### config.mk
export PLATFORM = sky130hd
export DESIGN_NAME = tdpt_ctrl
export DESIGN_NICKNAME = d
export VERILOG_FILES = /design/src/hw/rtl/tdpt_pkg.sv /design/src/hw/rtl/tdpt_ctrl.sv
export SDC_FILE = /design/constraint.sdc
export NUM_CORES = 1
export LEC_CHECK = 0
export ABC_AREA = 1
export BUFFER_PORTS_ARGS = -buffer_cell sky130_fd_sc_hd__buf_2
export CAP_MARGIN = 15
export CORE_AREA = 5 5 42 44
export CTS_CLUSTER_DIAMETER = 30
export CTS_CLUSTER_SIZE = 30
export DETAILED_ROUTE_END_ITERATION = 10
export DIE_AREA = 0 0 47 49
export HOLD_SLACK_MARGIN = 0.08
export SYNTH_ARGS = -nofsm -noshare
export SYNTH_HDL_FRONTEND = slang
export SYNTH_SLANG_ARGS = --single-unit
### constraint.sdc
create_clock -name clock -period 3.32 [get_ports clock]
set_input_delay 0.332 -clock clock [delete_from_list [all_inputs] [get_ports clock]]
set_output_delay 0.332 -clock clock [all_outputs]
set_load 0.02 [all_outputs]
### src/hw/rtl/tdpt_pkg.sv
package tdpt_pkg;

   localparam int unsigned NUMBER_WIDTH_DEFAULT = 16;

   typedef struct packed {
      logic load;
      logic div_init;
      logic div_step;
      logic next_d;
   } tdpt_cmd_type;

   typedef struct packed {
      logic below_two;
      logic over_half;
      logic div_last;
      logic rem_zero;
   } tdpt_status_type;

endpackage

### src/hw/rtl/tdpt_ctrl.sv
module tdpt_ctrl (
   input  logic                      clock,
   input  logic                      reset,
   input  logic                      req_valid,
   output logic                      req_stall,
   output logic                      rsp_valid,
   input  logic                      rsp_stall,
   output logic                      rsp_is_prime,
   input  tdpt_pkg::tdpt_status_type status,
   output tdpt_pkg::tdpt_cmd_type    cmd
);
   import tdpt_pkg::*;

   typedef enum logic [2:0] {
      ST_IDLE,
      ST_TRY,
      ST_DIV,
      ST_EVAL,
      ST_RESULT
   } state_type;

   state_type state_ff;
   logic      rsp_valid_ff;
   logic      rsp_is_prime_ff;
   logic      result_ff;

   assign req_stall    = state_ff != ST_IDLE;
   assign rsp_valid    = rsp_valid_ff;
   assign rsp_is_prime = rsp_is_prime_ff;

   assign cmd.load     = (state_ff == ST_IDLE) && req_valid;
   assign cmd.div_init = (state_ff == ST_TRY) && !status.below_two && !status.over_half;
   assign cmd.div_step = state_ff == ST_DIV;
   assign cmd.next_d   = (state_ff == ST_EVAL) && !status.rem_zero;

   always_ff @(posedge clock) begin
      if (reset) begin
         state_ff     <= ST_IDLE;
         rsp_valid_ff <= 1'b0;
      end else begin
         if ((state_ff == ST_RESULT) && (!rsp_valid_ff || !rsp_stall)) begin
            rsp_valid_ff    <= 1'b1;
            rsp_is_prime_ff <= result_ff;
         end else if (rsp_valid_ff && !rsp_stall) begin
            rsp_valid_ff <= 1'b0;
         end
         case (state_ff)
            ST_IDLE: begin
               if (req_valid) begin
                  state_ff <= ST_TRY;
               end
            end
            ST_TRY: begin
               if (status.below_two) begin
                  result_ff <= 1'b0;
                  state_ff  <= ST_RESULT;
               end else if (status.over_half) begin
                  result_ff <= 1'b1;
                  state_ff  <= ST_RESULT;
               end else begin
                  state_ff <= ST_DIV;
               end
            end
            ST_DIV: begin
               if (status.div_last) begin
                  state_ff <= ST_EVAL;
               end
            end
            ST_EVAL: begin
               if (status.rem_zero) begin
                  result_ff <= 1'b0;
                  state_ff  <= ST_RESULT;
               end else begin
                  state_ff <= ST_TRY;
               end
            end
            ST_RESULT: begin
               if (!rsp_valid_ff || !rsp_stall) begin
                  state_ff <= ST_IDLE;
               end
            end
            default: begin
               state_ff <= ST_IDLE;
            end
         endcase
      end
   end

endmodule

==> flow_summary.yaml <==
worst_setup_path:
  slowest_delay_ns: 0.41
  start_kind: "flip-flop"
  worstPathArrival_ns: 1.22
  required_ns: 2.99
  end_kind: "output pin"
  rr_worst_depth: 4
  path_class: "reg -> out"
  cp_cell_sequence: "inv_2 > nor3_2 > nand3_1 > inv_1 > buf_2"
  path_max_fanout: 5
  r2r_slack_ns: 2.13
  crit_slowest_cell: "dfxtp_1"
sta:
  setup_tns_ns: 0
  rsz0062_at_grt: "false"
  max_freq_mhz: 645
  worst_slack_ns: 1.77
  setup_viol: 0
  slew_viol_final: 0
  min_period_over_period_pct: 46.7
  worst_pin_slew_ns: 0.258
  finClkSkew_ns: 0.00283
  hold_viol_final: 0
  min_period_ns: 1.55
  relSlewSlack_pct: 82.8
floorplanning:
  initial_core_util_pct: 25.0
  core_um2: 1400
  die_w_um: 47
  io_pins: 15
  die-height_um: 49
  rows: 14
  dieArea_um2: 2300
clocking:
  cts.repair.resized: 0
  path_clk_slew_ns: 0.05
  hold_buffers: 0
  numCtsBuffers: 3
  clk_latency_ns: 0.25
  tritoncts: "done"
  cts_setup_buffers: 0
  cts.path.max_buffers: 2
  ctsRootBufferMaster: "clkbuf_4"
  h-tree-depth: 1
  clock_sinks: 6
layout:
  drive_gt1_share_pct: 36.8
  layout-area-overhead-vs-synth_pct: 33.2
  nets: 77
  regArea_um2: 140
  antenna_cells: 0
  multi_input_area_um2: 161
  fin_cells: 84
  utilization_pct: 33.3
  nFillCells: 168
yosys:
  yosysTopAreaCell: "dfxtp_1"
  yosys-top-cells-area: "dfxtp_1 23%, edfxtp_1 17%, inv_1 11%"
  yosysTopAreaCellShare_pct: 22.9
  synthFlopType: "dfxtp_1"
  ys_warn_count: 0
  syn_nets: 58
  async_flop_share_pct: 0
  netlist_instances: 50
  ys_types: 16
  postSynthRegisterBits: 6
  synth_seq_area_share_pct: 40.0
  syn_area_um2: 350
  syn_area_per_cell_um2: 7.01
  yosysMostFrequentCell: "inv_1"
  synth_edf_count: 2
  synthTopCellsByCount: "10 x inv_1, 9 x nand2_1, 6 x nand3_1"
run_status:
  run_status: "completed"
drt:
  drc: 0
  wl_per_cell_um: 8.79
  firstDrtPassIters: 4
  drt_iter0_drc: 5
  totalWireLength_um: 738
  vias: 356
  vias_per_cell: 4.24
  ant_nets: 0
pwr:
  leakagePower_nw: 0.264
  p_per_area_nw_per_um2: 467
  ir_drop_mv: 0.152
global_route:
  grt_max_degree: 7
  grt_busiest_layer: "met1"
  grt_pass1_wl_um: 1220
  antenna_found_initial: 0
  track_usage_pct: 7.48
  grt_pass1_vias: 315
  grtUsageMet3_pct: 2.58
  grt-ovfl-total: 0
  grt_use_met1_pct: 9.51
  grtUsageMet2_pct: 9.28
place:
  dp_hpwl_um: 623
  place_ws_ns: 2.04
  port_buffers: 14
  gp_congestion: 0.793
  dp.cells: 80
run:
  cap_violations: 0
min_path:
  hp-class: "in -> reg"
  whs_path_depth: 2
[critical path, delay by kind of cell, from the launching register on]
family / cells / cell delay (ns)
flip-flops: 1 / 0.41
buffers and inverters: 3 / 0.30
AND/OR/NAND/NOR: 2 / 0.25
[stage by stage]
stage	hold WS [ns]	power, mW	area (um^2)
finish	0.287	0.218	467
global route	0.287	0.233	467
CTS	0.281	0.222	467
detailed placement	0.413	0.144	440
global placement	0.402	0.144	440
floorplan	0.394	0.127	350
[per-layer routing]
| layer | up-vias | wire length [um] | share of wire (%) |
|---|---|---|---|
| met1 | 143 | 361 | 49 |
| met2 | 15 | 262 | 36 |
| met3 | 4 | 84 | 11 |
| met5 | - | 0 | 0 |
| li1 | 194 | - | - |
| met4 | 0 | 29 | 3.9 |
[worst paths after layout]
| path | startpoint | to |
|---|---|---|
| worst max-delay path | state_ff[0] | cmd[2] |
| worst min-delay path | reset | state_ff[1] |
| worst max register to register | state_ff[0] | result_ff |
| worst min register to register | result_ff | rsp_is_prime |
[cell type report]
type,instances,share of cell area (%)
Tap cell,16,4.29
Sequential cell,6,30.0
Clock buffer,4,5.63
Multi-Input combinational cell,31,34.6
Inverter,13,10.5
Timing Repair Buffer,14,15.0
[report_power, final]
group          switching (mW)  internal, mW  total [mW]  leakage, nW
clock                  0.0297        0.0457      0.0754       0.0150
combinational          0.0346        0.0195      0.0541        0.198
sequential            0.00654        0.0818      0.0884       0.0509
total                  0.0708         0.147       0.218        0.264
[cells by family (layout without fill, tap and decap cells)]
logic type / after synthesis / in the layout / share of synthesized area [%]
flip-flops: 6 / 6 / 40.0
AND/OR/NAND/NOR: 25 / 25 / 36.4
AO/OA/AOI/OAI: 6 / 6 / 9.64
buffers and inverters: 13 / 31 / 13.9
[sequential cells by signal (all words and copies together), names as in the netlist]
register and cells:
state_ff 3, result_ff 1, rsp_valid 1, rsp_is_prime 1
[placed cells by master (no fill, tap or decap)]
cell,n
a21oi_1,3
a21oi_2,1
buf_2,14
clkbuf_1,1
clkbuf_4,3
dfxtp_1,4
edfxtp_1,2
inv_1,10
inv_2,3
nand2_1,9
nand3_1,6
nand3_2,1
nand4_1,1
nor2_1,4
nor2_2,1
nor2_4,1
nor3_1,1
nor3_2,1
o21ai_1,2
(Power assumes the default switching activity.)
